<file path="src/rtl/core/assert_macros.svh">
// Assertion helpers shared by the quantizer modules.
// Each macro expects signals named clk and arst_n in the enclosing module.
`ifndef ASSERT_MACROS_SVH
`define ASSERT_MACROS_SVH

// Same-cycle implication, checked at every rising edge out of reset.
`define AIQ_ASSERT_IMPL(lbl, ante, cons, msg) \
	lbl: assert property (@(posedge clk) disable iff (!arst_n) (ante) |-> (cons)) \
		else $error(msg);

// Next-cycle implication, checked at every rising edge out of reset.
`define AIQ_ASSERT_NEXT(lbl, ante, cons, msg) \
	lbl: assert property (@(posedge clk) disable iff (!arst_n) (ante) |=> (cons)) \
		else $error(msg);

`endif

</file>
<file path="src/rtl/core/aiq_pkg.sv">
package aiq_pkg;

	// Mantissa, quotient and remainder widths of the divider.
	localparam int MANT_W = 24;
	localparam int QUO_W = MANT_W + 1;
	localparam int REM_W = MANT_W + 2;
	localparam int EXP_W = 10;

	// Divider split: stages times steps covers every quotient bit.
	localparam int DIV_STAGES = 5;
	localparam int DIV_STEPS = 5;

	// Fixed-point magnitude used for the half-away rounding (25 fraction bits).
	localparam int FX_W = 35;
	localparam int FX_FRAC = 25;
	localparam int MAG_W = 9;

	// Pipeline depth: two unpack stages, the divider, three rounding stages, output.
	localparam int NSTAGE = 2 + DIV_STAGES + 3 + 1;

	// Configuration port.
	localparam int CFG_IDX_W = 2;
	localparam int CFG_DATA_W = 32;
	localparam logic [CFG_IDX_W-1:0] REG_SCALE = 2'd0;
	localparam logic [CFG_IDX_W-1:0] REG_ZP = 2'd1;
	localparam logic [31:0] SCALE_RESET = 32'h3F80_0000;

	// What the word resolves to: a real quotient, the zero point alone, or saturation.
	typedef enum logic [1:0] {
		CLS_NUM,
		CLS_ZP,
		CLS_SAT
	} cls_t;

	// Word travelling through the divider stages.
	typedef struct packed {
		logic sign;
		cls_t cls;
		logic signed [EXP_W-1:0] ex;
		logic [MANT_W-1:0] dvs;
		logic [REM_W-1:0] rem;
		logic [QUO_W-1:0] quo;
	} div_t;

	// Rounded magnitude handed to the output stage.
	typedef struct packed {
		logic sign;
		logic [MAG_W-1:0] mag;
	} rnd_t;

	// Leading zero count of a 24-bit mantissa.
	function automatic logic [4:0] lzc24(input logic [MANT_W-1:0] m);
		logic [4:0] n;
		logic found;
		n = 5'd0;
		found = 1'b0;
		for (int i = MANT_W - 1; i >= 0; i--) begin
			if (!found && !m[i]) begin
				n = n + 5'd1;
			end else begin
				found = 1'b1;
			end
		end
		return n;
	endfunction

endpackage

</file>
<file path="src/rtl/core/aiq_unpack.sv">
module aiq_unpack (
	input logic clk,
	input logic en_s1,
	input logic en_s2,
	input logic [31:0] sample_bits,
	input logic [31:0] scale_bits,
	output aiq_pkg::div_t dq
);
	import aiq_pkg::*;

	logic [7:0] ex_raw, es_raw;
	logic [22:0] fx_raw, fs_raw;
	logic x_zero, x_inf, x_nan, s_zero, s_inf, s_nan;
	logic [MANT_W-1:0] mx_raw, ms_raw;
	logic [4:0] lzx, lzs;
	logic signed [EXP_W-1:0] ex_d, es_d;
	cls_t cls_d;

	logic sign_s1;
	cls_t cls_s1;
	logic [MANT_W-1:0] mx_s1, ms_s1;
	logic signed [EXP_W-1:0] ex_s1, es_s1;

	logic signed [EXP_W-1:0] ediff, eq;
	logic lt;
	cls_t cls2;
	div_t dq_s2;

	// Field decode and operand classification.
	always_comb begin
		ex_raw = sample_bits[30:23];
		fx_raw = sample_bits[22:0];
		es_raw = scale_bits[30:23];
		fs_raw = scale_bits[22:0];
		x_zero = (ex_raw == 8'd0) && (fx_raw == 23'd0);
		x_inf = (ex_raw == 8'hFF) && (fx_raw == 23'd0);
		x_nan = (ex_raw == 8'hFF) && (fx_raw != 23'd0);
		s_zero = (es_raw == 8'd0) && (fs_raw == 23'd0);
		s_inf = (es_raw == 8'hFF) && (fs_raw == 23'd0);
		s_nan = (es_raw == 8'hFF) && (fs_raw != 23'd0);
		if (s_zero || x_nan || s_nan || (x_inf && s_inf) || s_inf || x_zero) begin
			cls_d = CLS_ZP;
		end else if (x_inf) begin
			cls_d = CLS_SAT;
		end else begin
			cls_d = CLS_NUM;
		end
	end

	// Normalize both mantissas so that subnormals look like normals.
	always_comb begin
		mx_raw = {ex_raw != 8'd0, fx_raw};
		ms_raw = {es_raw != 8'd0, fs_raw};
		lzx = lzc24(mx_raw);
		lzs = lzc24(ms_raw);
		ex_d = (ex_raw == 8'd0) ? -10'sd126 : ($signed({2'b00, ex_raw}) - 10'sd127);
		es_d = (es_raw == 8'd0) ? -10'sd126 : ($signed({2'b00, es_raw}) - 10'sd127);
		ex_d = ex_d - $signed({5'd0, lzx});
		es_d = es_d - $signed({5'd0, lzs});
	end

	always_ff @(posedge clk) begin
		if (en_s1) begin
			sign_s1 <= sample_bits[31] ^ scale_bits[31];
			cls_s1 <= cls_d;
			mx_s1 <= mx_raw << lzx;
			ms_s1 <= ms_raw << lzs;
			ex_s1 <= ex_d;
			es_s1 <= es_d;
		end
	end

	// Align the dividend so the quotient lands in [1,2) and screen the exponent.
	always_comb begin
		lt = mx_s1 < ms_s1;
		ediff = ex_s1 - es_s1;
		eq = lt ? (ediff - 10'sd1) : ediff;
		cls2 = cls_s1;
		if (cls_s1 == CLS_NUM) begin
			if (eq >= 10'sd8) begin
				cls2 = CLS_SAT;
			end else if (eq <= -10'sd3) begin
				cls2 = CLS_ZP;
			end
		end
	end

	always_ff @(posedge clk) begin
		if (en_s2) begin
			dq_s2.sign <= sign_s1;
			dq_s2.cls <= cls2;
			dq_s2.ex <= eq;
			dq_s2.dvs <= ms_s1;
			dq_s2.rem <= lt ? {1'b0, mx_s1, 1'b0} : {2'b00, mx_s1};
			dq_s2.quo <= '0;
		end
	end

	assign dq = dq_s2;

endmodule

</file>
<file path="src/rtl/core/aiq_div_stage.sv">
`include "assert_macros.svh"

module aiq_div_stage (
	input logic clk,
	input logic arst_n,
	input logic en,
	input logic vld,
	input aiq_pkg::div_t d_in,
	output aiq_pkg::div_t d_out
);
	import aiq_pkg::*;

	div_t d_nx;
	div_t d_s;
	logic [REM_W-1:0] lim;

	// Restoring division, a fixed number of quotient bits per stage.
	always_comb begin
		d_nx = d_in;
		for (int i = 0; i < DIV_STEPS; i++) begin
			if (d_nx.rem >= {2'b00, d_nx.dvs}) begin
				d_nx.quo = {d_nx.quo[QUO_W-2:0], 1'b1};
				d_nx.rem = d_nx.rem - {2'b00, d_nx.dvs};
			end else begin
				d_nx.quo = {d_nx.quo[QUO_W-2:0], 1'b0};
			end
			d_nx.rem = {d_nx.rem[REM_W-2:0], 1'b0};
		end
	end

	always_ff @(posedge clk) begin
		if (en) begin
			d_s <= d_nx;
		end
	end

	assign d_out = d_s;
	assign lim = {1'b0, d_s.dvs, 1'b0};

	// The partial remainder stays below twice the divisor.
	`AIQ_ASSERT_IMPL(a_rem_bound, vld && (d_s.cls == CLS_NUM), d_s.rem < lim, "remainder out of range")

endmodule

</file>
<file path="src/rtl/core/aiq_round.sv">
`include "assert_macros.svh"

module aiq_round (
	input logic clk,
	input logic arst_n,
	input logic vld_in,
	input logic en_s8,
	input logic en_s9,
	input logic en_s10,
	input aiq_pkg::div_t d_in,
	output aiq_pkg::rnd_t r_out
);
	import aiq_pkg::*;

	logic [MANT_W-1:0] m24;
	logic rnd_up;
	logic [MANT_W:0] m25;
	logic signed [EXP_W-1:0] sh_w;
	logic [3:0] sh;

	logic sign_s8, sign_s9;
	cls_t cls_s8, cls_s9;
	logic [FX_W-1:0] a_s8;

	logic [FX_W-1:0] sum_d;
	logic [3:0] lsb_d;

	logic [FX_W-1:0] sum_s9;
	logic [3:0] lsb_s9;

	logic [FX_W-1:0] lowmask, half, remv, trunc, rsum;
	logic up2;
	logic [FX_W-FX_FRAC-1:0] ipart;
	logic [MAG_W-1:0] mag_d;
	rnd_t r_s10;

	// Round the quotient to float32 and place it on a fixed-point grid.
	always_comb begin
		m24 = d_in.quo[QUO_W-1:1];
		rnd_up = d_in.quo[0] && ((d_in.rem != '0) || m24[0]);
		m25 = {1'b0, m24} + {{MANT_W{1'b0}}, rnd_up};
		sh_w = d_in.ex + 10'sd2;
		sh = sh_w[3:0];
	end

	always_ff @(posedge clk) begin
		if (en_s8) begin
			sign_s8 <= d_in.sign;
			cls_s8 <= d_in.cls;
			a_s8 <= {{(FX_W-MANT_W-1){1'b0}}, m25} << sh;
		end
	end

	// Add one half and find the lowest kept bit of the float32 sum.
	always_comb begin
		sum_d = a_s8 + (FX_W'(1) << (FX_FRAC - 1));
		lsb_d = 4'd1;
		for (int b = FX_FRAC - 1; b < FX_W - 1; b++) begin
			if (sum_d[b]) begin
				lsb_d = 4'(b - (MANT_W - 1));
			end
		end
	end

	always_ff @(posedge clk) begin
		if (en_s9) begin
			sign_s9 <= sign_s8;
			cls_s9 <= cls_s8;
			sum_s9 <= sum_d;
			lsb_s9 <= lsb_d;
		end
	end

	// Round the sum to nearest even at its last kept bit, then truncate.
	always_comb begin
		lowmask = (FX_W'(1) << lsb_s9) - FX_W'(1);
		half = FX_W'(1) << (lsb_s9 - 4'd1);
		remv = sum_s9 & lowmask;
		trunc = sum_s9 & ~lowmask;
		up2 = (remv > half) || ((remv == half) && sum_s9[lsb_s9]);
		rsum = up2 ? (trunc + (FX_W'(1) << lsb_s9)) : trunc;
		ipart = rsum[FX_W-1:FX_FRAC];
		case (cls_s9)
			CLS_NUM: begin
				mag_d = (ipart >= 10'd256) ? 9'd256 : ipart[MAG_W-1:0];
			end
			CLS_SAT: begin
				mag_d = 9'd256;
			end
			default: begin
				mag_d = 9'd0;
			end
		endcase
	end

	always_ff @(posedge clk) begin
		if (en_s10) begin
			r_s10.sign <= sign_s9;
			r_s10.mag <= mag_d;
		end
	end

	assign r_out = r_s10;

	// A finished quotient is normalized: its leading bit is set.
	`AIQ_ASSERT_IMPL(a_quo_norm, vld_in && (d_in.cls == CLS_NUM), d_in.quo[QUO_W-1], "quotient not normalized")

endmodule

</file>
<file path="src/rtl/core/affine_int8_quantizer_top.sv">
// Affine int8 quantizer: each accepted word is a float32 element, divided by the float32
// scale register with round-to-nearest-even, rounded half away from zero, offset by the
// zero point and saturated to -128..127. The block takes one word per cycle while in_stall
// is low, and each word passes through two unpack/normalize stages, five divider stages of
// five quotient bits each, three rounding stages and the output register. Each stage
// moves on its own ready, so bubbles close up under output stall. Registers (index 0 scale,
// index 1 zero point) may only be written while no word is in flight.
`include "assert_macros.svh"

module affine_int8_quantizer_top (
	input logic clk,
	input logic arst_n,
	input logic cfg_we,
	input logic [aiq_pkg::CFG_IDX_W-1:0] cfg_index,
	input logic [aiq_pkg::CFG_DATA_W-1:0] cfg_data,
	input logic in_valid,
	output logic in_stall,
	input logic [31:0] sample_bits,
	output logic out_valid,
	input logic out_stall,
	output logic signed [7:0] quantized
);
	import aiq_pkg::*;

	logic [31:0] scale_q;
	logic signed [7:0] zp_q;
	logic [NSTAGE:1] vld_q;
	logic [NSTAGE:1] rdy;
	logic [NSTAGE-1:0] vin;
	div_t dbus [0:DIV_STAGES];
	rnd_t rnd;
	logic signed [10:0] sval, ssum;
	logic signed [7:0] qsat;
	logic signed [7:0] quantized_s11;

	// Configuration registers.
	always_ff @(posedge clk or negedge arst_n) begin
		if (!arst_n) begin
			scale_q <= SCALE_RESET;
			zp_q <= '0;
		end else if (cfg_we) begin
			case (cfg_index)
				REG_SCALE: begin
					scale_q <= cfg_data[31:0];
				end
				REG_ZP: begin
					zp_q <= cfg_data[7:0];
				end
				default: begin
				end
			endcase
		end
	end

	// A stage takes a new word when it is empty or its word moves on.
	always_comb begin
		rdy[NSTAGE] = !vld_q[NSTAGE] || !out_stall;
		for (int k = NSTAGE - 1; k >= 1; k--) begin
			rdy[k] = !vld_q[k] || rdy[k+1];
		end
	end

	assign vin = {vld_q[NSTAGE-1:1], in_valid};

	always_ff @(posedge clk or negedge arst_n) begin
		if (!arst_n) begin
			vld_q <= '0;
		end else begin
			for (int k = 1; k <= NSTAGE; k++) begin
				if (rdy[k]) begin
					vld_q[k] <= vin[k-1];
				end
			end
		end
	end

	assign in_stall = !rdy[1];

	aiq_unpack u_unpack (
		.clk(clk),
		.en_s1(rdy[1]),
		.en_s2(rdy[2]),
		.sample_bits(sample_bits),
		.scale_bits(scale_q),
		.dq(dbus[0])
	);

	for (genvar i = 0; i < DIV_STAGES; i++) begin : g_div
		aiq_div_stage u_div (
			.clk(clk),
			.arst_n(arst_n),
			.en(rdy[3+i]),
			.vld(vld_q[3+i]),
			.d_in(dbus[i]),
			.d_out(dbus[i+1])
		);
	end

	aiq_round u_round (
		.clk(clk),
		.arst_n(arst_n),
		.vld_in(vld_q[2+DIV_STAGES]),
		.en_s8(rdy[3+DIV_STAGES]),
		.en_s9(rdy[4+DIV_STAGES]),
		.en_s10(rdy[5+DIV_STAGES]),
		.d_in(dbus[DIV_STAGES]),
		.r_out(rnd)
	);

	// Apply the sign, add the zero point and saturate to int8.
	always_comb begin
		sval = rnd.sign ? -$signed({2'b00, rnd.mag}) : $signed({2'b00, rnd.mag});
		ssum = sval + {{3{zp_q[7]}}, zp_q};
		if (ssum > 11'sd127) begin
			qsat = 8'sd127;
		end else if (ssum < -11'sd128) begin
			qsat = -8'sd128;
		end else begin
			qsat = ssum[7:0];
		end
	end

	always_ff @(posedge clk) begin
		if (rdy[NSTAGE]) begin
			quantized_s11 <= qsat;
		end
	end

	assign quantized = quantized_s11;
	assign out_valid = vld_q[NSTAGE];

	// An accepted word always occupies the first stage on the next cycle.
	`AIQ_ASSERT_NEXT(a_accept_s1, in_valid && !in_stall, vld_q[1], "accepted word lost")

endmodule
</file>
<file path="config.mk">
export PLATFORM = sky130hd
export DESIGN_NAME = affine_int8_quantizer_top
export DESIGN_NICKNAME = d
export VERILOG_FILES = /design/src/rtl/core/aiq_pkg.sv /design/src/rtl/core/aiq_unpack.sv /design/src/rtl/core/aiq_div_stage.sv /design/src/rtl/core/aiq_round.sv /design/src/rtl/core/affine_int8_quantizer_top.sv
export VERILOG_INCLUDE_DIRS = /design/src /design/src/rtl/core
export SDC_FILE = /design/constraint.sdc
export NUM_CORES = 2
export LEC_CHECK = 0
export ABC_AREA = 1
export BUFFER_PORTS_ARGS = -buffer_cell sky130_fd_sc_hd__buf_2
export CORE_UTILIZATION = 40
export DETAILED_ROUTE_END_ITERATION = 8
export GPL_ROUTABILITY_DRIVEN = 0
export PLACE_DENSITY = 0.61
export SETUP_SLACK_MARGIN = 0.4
export SYNTH_ARGS = -nofsm -noshare
export SYNTH_HDL_FRONTEND = slang
export SYNTH_SLANG_ARGS = --single-unit
</file>
<file path="constraint.sdc">
create_clock -name clk -period 48.1 [get_ports clk]
set_input_delay 2.405 -clock clk [delete_from_list [all_inputs] [get_ports clk]]
set_output_delay 2.405 -clock clk [all_outputs]
set_load 0.01 [all_outputs]
</file>
==> After elaboration in Yosys (flattened, before gate mapping) <==
Cells that the tools add are included.
{ "classes": {"addsub": 85, "multipliers": 0, "n_div": 0, "order_cmp": 33, "n_eq_ne": 5, "shift": 5, "muxes": 167, "bitwise": 4, "n_reduce_logical": 193} }
{ "op_table": {"columns": ["operator", "count"], "rows": [
  ["$mux 25", 25],
  ["$sub 25x24->25", 25],
  ["$ge 26x24->1", 24],
  ["$mux 5", 46],
  ["$add 5x1->5 const B", 44],
  ["$logic_not 1->1", 105],
  ["$mux 1", 74],
  ["$and 35x35->35", 2],
  ["$shl 1x4->35 const A", 2],
  ["$logic_and 1x1->1", 55],
  ["$shl 24x5->24", 2],
  ["$logic_not 23->1", 2],
  ["$reduce_bool 23->1", 2],
  ["$add 35x25->35 const B", 1],
  ["$add 35x35->35", 1],
  ["$eq 35x35->1", 1],
  ["$gt 35x35->1", 1],
  ["$mux 35", 1],
  ["$not 35->35", 1],
  ["$shl 25x4->35", 1],
  ["$sub 35x2->35 const B", 1],
  ["$mux 10", 3],
  ["$reduce_bool 26->1", 1],
  ["$add 24x1->25", 1],
  ["35 further kinds", 71]
]} }
{ "word_totals": {"register_bits": 607, "latchBits": 0, "mem_bits_rw": 0, "romBits": 0, "in_bits": 71, "output_inout_bits": 10, "word_cells": 563, "memories": 0} }

==> Logic depth before layout (Yosys ltp) <==
{ "depth": {"ltp_word": 71, "depth_mapped": 129, "mapped_depth_nobuf": 121} }

==> Modules after synthesis <==
From an unflattened synthesis, not the netlist that was laid out.
{ "unflattened": {"hier_cells": 11402, "hier_area_um2": 78680.5} }
{ "by_module_without_submodules": {"columns": ["module", "instances", "cells_per_inst", "area_each_um2", "seq_area_each_um2"], "rows": [
  ["aiq_div_stage (g_div[0].u_div ...)", 3, 1565, 10712.8, 2612.5],
  ["aiq_unpack", 1, 2266, 14813.0, 3993.8],
  ["aiq_div_stage (g_div[3].u_div)", 1, 1570, 10719.0, 2612.5],
  ["aiq_div_stage (g_div[2].u_div)", 1, 1518, 10507.6, 2612.5],
  ["aiq_round", 1, 1013, 7385.8, 2702.6],
  ["affine_int8_quantizer_top", 1, 340, 3116.7, 1525.2]
]} }

==> Worst setup path after synthesis <==
Ideal clock, no wire load.
{ "synth_path": {"path_kind": "in2out", "startpoint": "in out_stall", "endpoint": "out in_stall", "arrival_ps": 13568, "required_ps": 45695, "setup_slack_ps": 32127, "cell_stages": 20, "n_path_buf": 0, "path_cell_list": "nand2_1 -> nor2_1 -> inv_1 -> nor2_1 -> inv_1 -> nor2_1 -> inv_1 -> nor2_1 -> inv_1 -> nor2_1 -> inv_1 -> nor2_1 -> inv_1 -> nor2_1 -> inv_1 -> nor2_1 -> inv_1 -> nor2_1 -> inv_1 -> nor2_1"} }
{ "synth_between": {"elab_chain_cells": 13} }
{ "synth_lines": {"columns": ["element", "line", "source"], "rows": [
  ["from (decl)", "affine_int8_quantizer_top.sv:20", "input logic out_stall,"],
  ["$logic_not 1->1", "affine_int8_quantizer_top.sv:57", "rdy[NSTAGE] = !vld_q[NSTAGE] || !out_stall;"],
  ["$logic_or 1x1->1", "affine_int8_quantizer_top.sv:57", null],
  ["$logic_or 1x1->1", "affine_int8_quantizer_top.sv:59", "rdy[k] = !vld_q[k] || rdy[k+1];"],
  ["named net rdy, one bit", "affine_int8_quantizer_top.sv:28", "logic [NSTAGE:1] rdy;"],
  ["$logic_or 1x1->1", "affine_int8_quantizer_top.sv:59", null],
  ["named net rdy, one bit", "affine_int8_quantizer_top.sv:28", null],
  ["$logic_or 1x1->1", "affine_int8_quantizer_top.sv:59", null],
  ["named net rdy, one bit", "affine_int8_quantizer_top.sv:28", null],
  ["[1 not listed]", null, null],
  ["named net g_div[4].u_div.en", "aiq_div_stage.sv:6", "input logic en,"],
  ["[1 not listed]", null, null],
  ["named net g_div[3].u_div.en", "aiq_div_stage.sv:6", null],
  ["[1 not listed]", null, null],
  ["named net g_div[2].u_div.en", "aiq_div_stage.sv:6", null],
  ["$logic_or 1x1->1", "affine_int8_quantizer_top.sv:59", null],
  ["named net g_div[1].u_div.en", "aiq_div_stage.sv:6", null],
  ["$logic_or 1x1->1", "affine_int8_quantizer_top.sv:59", null],
  ["named net g_div[0].u_div.en", "aiq_div_stage.sv:6", null],
  ["$logic_or 1x1->1", "affine_int8_quantizer_top.sv:59", null],
  ["named net rdy, one bit", "affine_int8_quantizer_top.sv:28", null],
  ["$logic_or 1x1->1", "affine_int8_quantizer_top.sv:59", null],
  ["$logic_not 1->1", "affine_int8_quantizer_top.sv:77", "assign in_stall = !rdy[1];"],
  ["to (decl)", "affine_int8_quantizer_top.sv:17", "output logic in_stall,"]
]} }
The timed path passes the listed nets, and every way through them passes these cells.

==> metrics <==
type of the most critical hold path flip-flop to flip-flop; count of antenna diodes in the layout 0; total negative slack 0 ns; met3 track utilization from global routing 1.99%; Final setup violation count 0; total gr overflow 0; required time reported for the critical path endpoint 48.51 ns; Min-Delay Endpoint g_div[3].u_div.d_out[11]$_DFFE_PP_; Avg Synthesized Cell Area 7.22 um2; post-CTS setup buffers 0; die area 161,000 um2; fin crit share 40.7%; R2R setup slack 28.54 ns; wire length of the first global-routing pass 267,000 um; via-per-instance ratio 5.22; Final Max Slew Viols 0; category of the worst setup path launch point flip-flop; area of all sequential standard cells 18,000 um2; dominant combinational cell family by area after synthesis simple AND/OR/NAND/NOR gates; synthesized cell area 63,600 um2; async set or reset register ratio after synthesis 8.40%; total of max-cap violations 0; highest net fanout along the worst path 48; wirelength, routed 162,000 um; complex-gate fraction of the synthesized area 15.8%; Initial DRC Count 3,645; most used routing layer met2; RSZ-0062 raised after global routing no; I/O pin count 81; number of synthesized flops with an enable pin 556; slew margin rel. 24.1%; CTS Buf Count 72; most frequent cell on the critical path sky130_fd_sc_hd__nand2_1; total iterations of the first detailed-routing run 8; hold violation total from the final report 0; row count 145; slowest stage cell, crit path sky130_fd_sc_hd__edfxtp_1; arithmetic-cell share of the synthesized area counting full adders, half adders and majority gates 14.3%; proportion of synthesized chip area in sequential cells 28.3%; result of the run complete, no violations; effective utilization at floorplan 40.5%; vias after detailed routing 57,000; Post-DRT Antenna Nets 0; endpoint class of the critical path flip-flop; core area 157,000 um2; Peak Freq 51.1 MHz; simple-gate share of the synthesized area 23.8%; number of input and output port buffers inserted 80; type of the setup path with the least slack flip-flop to flip-flop; clock transition at the registers of the reported paths 0.07 ns; post-DP HPWL 132,000 um; CP arrival 19.97 ns; Syn. warnings 0; post-synthesis register bit count 607; DR DRC count 0; average routed wire per standard cell 14.8 um; clock latency of the later-clocked register in the worst-skew pair 0.68 ns; Die Span X 401 um; global routing met1 resource utilization 26.1%; minimum period implied by the final worst setup slack 19.56 ns; filler instances 16,000; met2 track demand over resource 34.3%; die outline height 401 um; Num Clock Sinks 607; mux contribution to synthesized area 0.539%; delay of the slowest critical-path stage 0.61 ns; startpoint of the lowest-slack register-to-register path g_div[3].u_div.d_out[51]$_DFFE_PP_; share of cells above drive strength 1 4.95%; dominant synthesized flop cell sky130_fd_sc_hd__edfxtp_1; reg2reg path depth 113; Synth cell types 75; antenna violations before repair 0; total number of H-tree levels 3; worst min-delay path startpoint g_div[2].u_div.d_out[6]$_DFFE_PP_; clock tree root driver cell sky130_fd_sc_hd__clkbuf_16; RR Endpoint g_div[4].u_div.d_out[49]$_DFFE_PP_; area of the multi-input gates 40,400 um2; count of mapped cells out of synthesis 8,808; actual slew at the worst max-slew pin 1.13 ns; global-route usage over all layers 19.8%; number of stages on the worst hold path 0; number of global-route vias before repair 54,100; count of hold-fix buffers inserted at cts 0; maximum number of pins on one net before global-route repair 72; worst clock skew 0.0396 ns; maximum buffer depth of the clock tree 3; post-synthesis net count 9,600; CTS tree done; # resized after CTS 0; Syn-to-layout area delta 7.58%; XOR/XNOR Fraction of Synth Area 9.02%; total number of nets in the final design 9,605
worst max path at each step:
stage | start | slack [ns] | cells after the start | endpoint
after detailed placement | g_div[3].u_div.d_out[51]$_DFFE_PP_ | 28.90 | 113 | g_div[4].u_div.d_out[49]$_DFFE_PP_
after global routing | g_div[3].u_div.d_out[51]$_DFFE_PP_ | 26.35 | 113 | g_div[4].u_div.d_out[49]$_DFFE_PP_
after floorplan | out_stall | 32.13 | 20 | in_stall
after CTS | g_div[3].u_div.d_out[51]$_DFFE_PP_ | 28.77 | 113 | g_div[4].u_div.d_out[49]$_DFFE_PP_
after global placement | g_div[3].u_div.d_out[51]$_DFFE_PP_ | 29.05 | 113 | g_div[4].u_div.d_out[49]$_DFFE_PP_
final | g_div[3].u_div.d_out[51]$_DFFE_PP_ | 28.54 | 113 | g_div[4].u_div.d_out[49]$_DFFE_PP_
area by class of cell:
class	count	area share [%]
Sequential cell	607	26.3
Tap cell	2058	3.76
Clock inverter	48	0.821
Clock buffer	82	2.75
Inverter	1159	6.38
Timing Repair Buffer	113	0.947
Multi-Input combinational cell	6860	59.1
layer usage:
metal  wire, um  up-vias
li1           -    29700
met1      75900    26100
met2      76100     1034
met3       5990      222
met4       4090        0
met5          0        -
synthesized netlist by cell type, drive strengths merged (4+ instances only):
cell type,number,share of area (%)
dfstp,7,0.29
clkinv,9,0.055
buf,56,0.58
dfrtp,44,1.7
o22ai,10,0.098
and2,12,0.12
o211ai,32,0.38
a21boi,16,0.19
clkbuf,126,0.79
nand4,67,0.67
o21bai,40,0.47
nor4,32,0.31
nor2,702,4.5
o21a,24,0.28
o311ai,7,0.096
o31ai,25,0.30
inv,1150,6.8
o21ai,797,6.3
mux2,10,0.18
or2,44,0.43
a41oi,4,0.055
nand2,2074,12
ha,711,14
mux2i,23,0.36
a31oi,28,0.28
and3,4,0.041
edfxtp,556,26
a221oi,7,0.096
xnor2,276,3.8
o221ai,6,0.083
a21o,30,0.36
nand3b,21,0.25
nor3,82,0.68
a211oi,17,0.20
fa,10,0.31
xor2,379,5.2
nand3,526,4.3
a21oi,825,6.5
worst max-delay path, delay by kind of cell, from the launching register on:
kind            cells  cell delay (ns)
buf+inv            14             2.55
mux                 1             0.34
simple gates       55             6.39
flops               1             0.61
xor+xnor            1             0.12
compound gates     37             7.27
fa+ha+maj           5             1.96
cells in the final DEF (no fill, tap or decap), drive strengths merged, types with 10 or more instances in the layout:
cell type	n
nand2	2074
inv	1154
a21oi	825
o21ai	797
ha	711
nor2	702
edfxtp	556
nand3	526
xor2	379
xnor2	276
buf	113
nor3	82
clkbuf	82
nand4	67
dfrtp	44
or2	44
o21bai	40
clkinv	35
o211ai	32
nor4	32
a21o	30
a31oi	28
o31ai	25
o21a	24
mux2i	23
nand3b	21
a211oi	17
a21boi	16
and2	12
clkinvlp	11
mux2	10
o22ai	10
fa	10
flip-flops by register name (all words and copies together), names as in the netlist:
name               flops
g_div.u_div.d_out    331
quantized              8
scale_q               32
u_round.a_s8          35
u_round.cls_s8         2
u_round.cls_s9         2
u_round.lsb_s9         4
u_round.r_out         10
u_round.sign_s8        1
u_round.sign_s9        1
u_round.sum_s9        35
u_unpack.cls_s1        2
u_unpack.dq           56
u_unpack.es_s1        10
u_unpack.ex_s1        10
u_unpack.ms_s1        24
u_unpack.mx_s1        24
u_unpack.sign_s1       1
vld_q                 11
zp_q                   8
logic make-up after synthesis:
kind of cell,count (synthesis)
AO/OA/AOI/OAI,1878
adder cells (fa/ha/maj),721
AND/OR/NAND/NOR,3573
XOR/XNOR,655
buffers and inverters,1341
multiplexers,33
flip-flops,607
through the flow:
stage	util [%]	hold slack (ns)	std cells	setup WS (ns)	cell area [um2]
5_1_grt	43.6	0.404	10900	26.35	68400
6_report	43.6	0.396	10900	28.54	68400
3_3_place_gp	42.0	0.401	10800	29.05	66000
3_5_place_dp	42.0	0.405	10800	28.90	66000
4_1_cts	43.6	0.389	10900	28.77	68400
2_1_floorplan	-	0.400	8808	32.13	63600
Power is not shown: default switching activity piles up to over one toggle a cycle in this logic, so the estimate is an artifact.
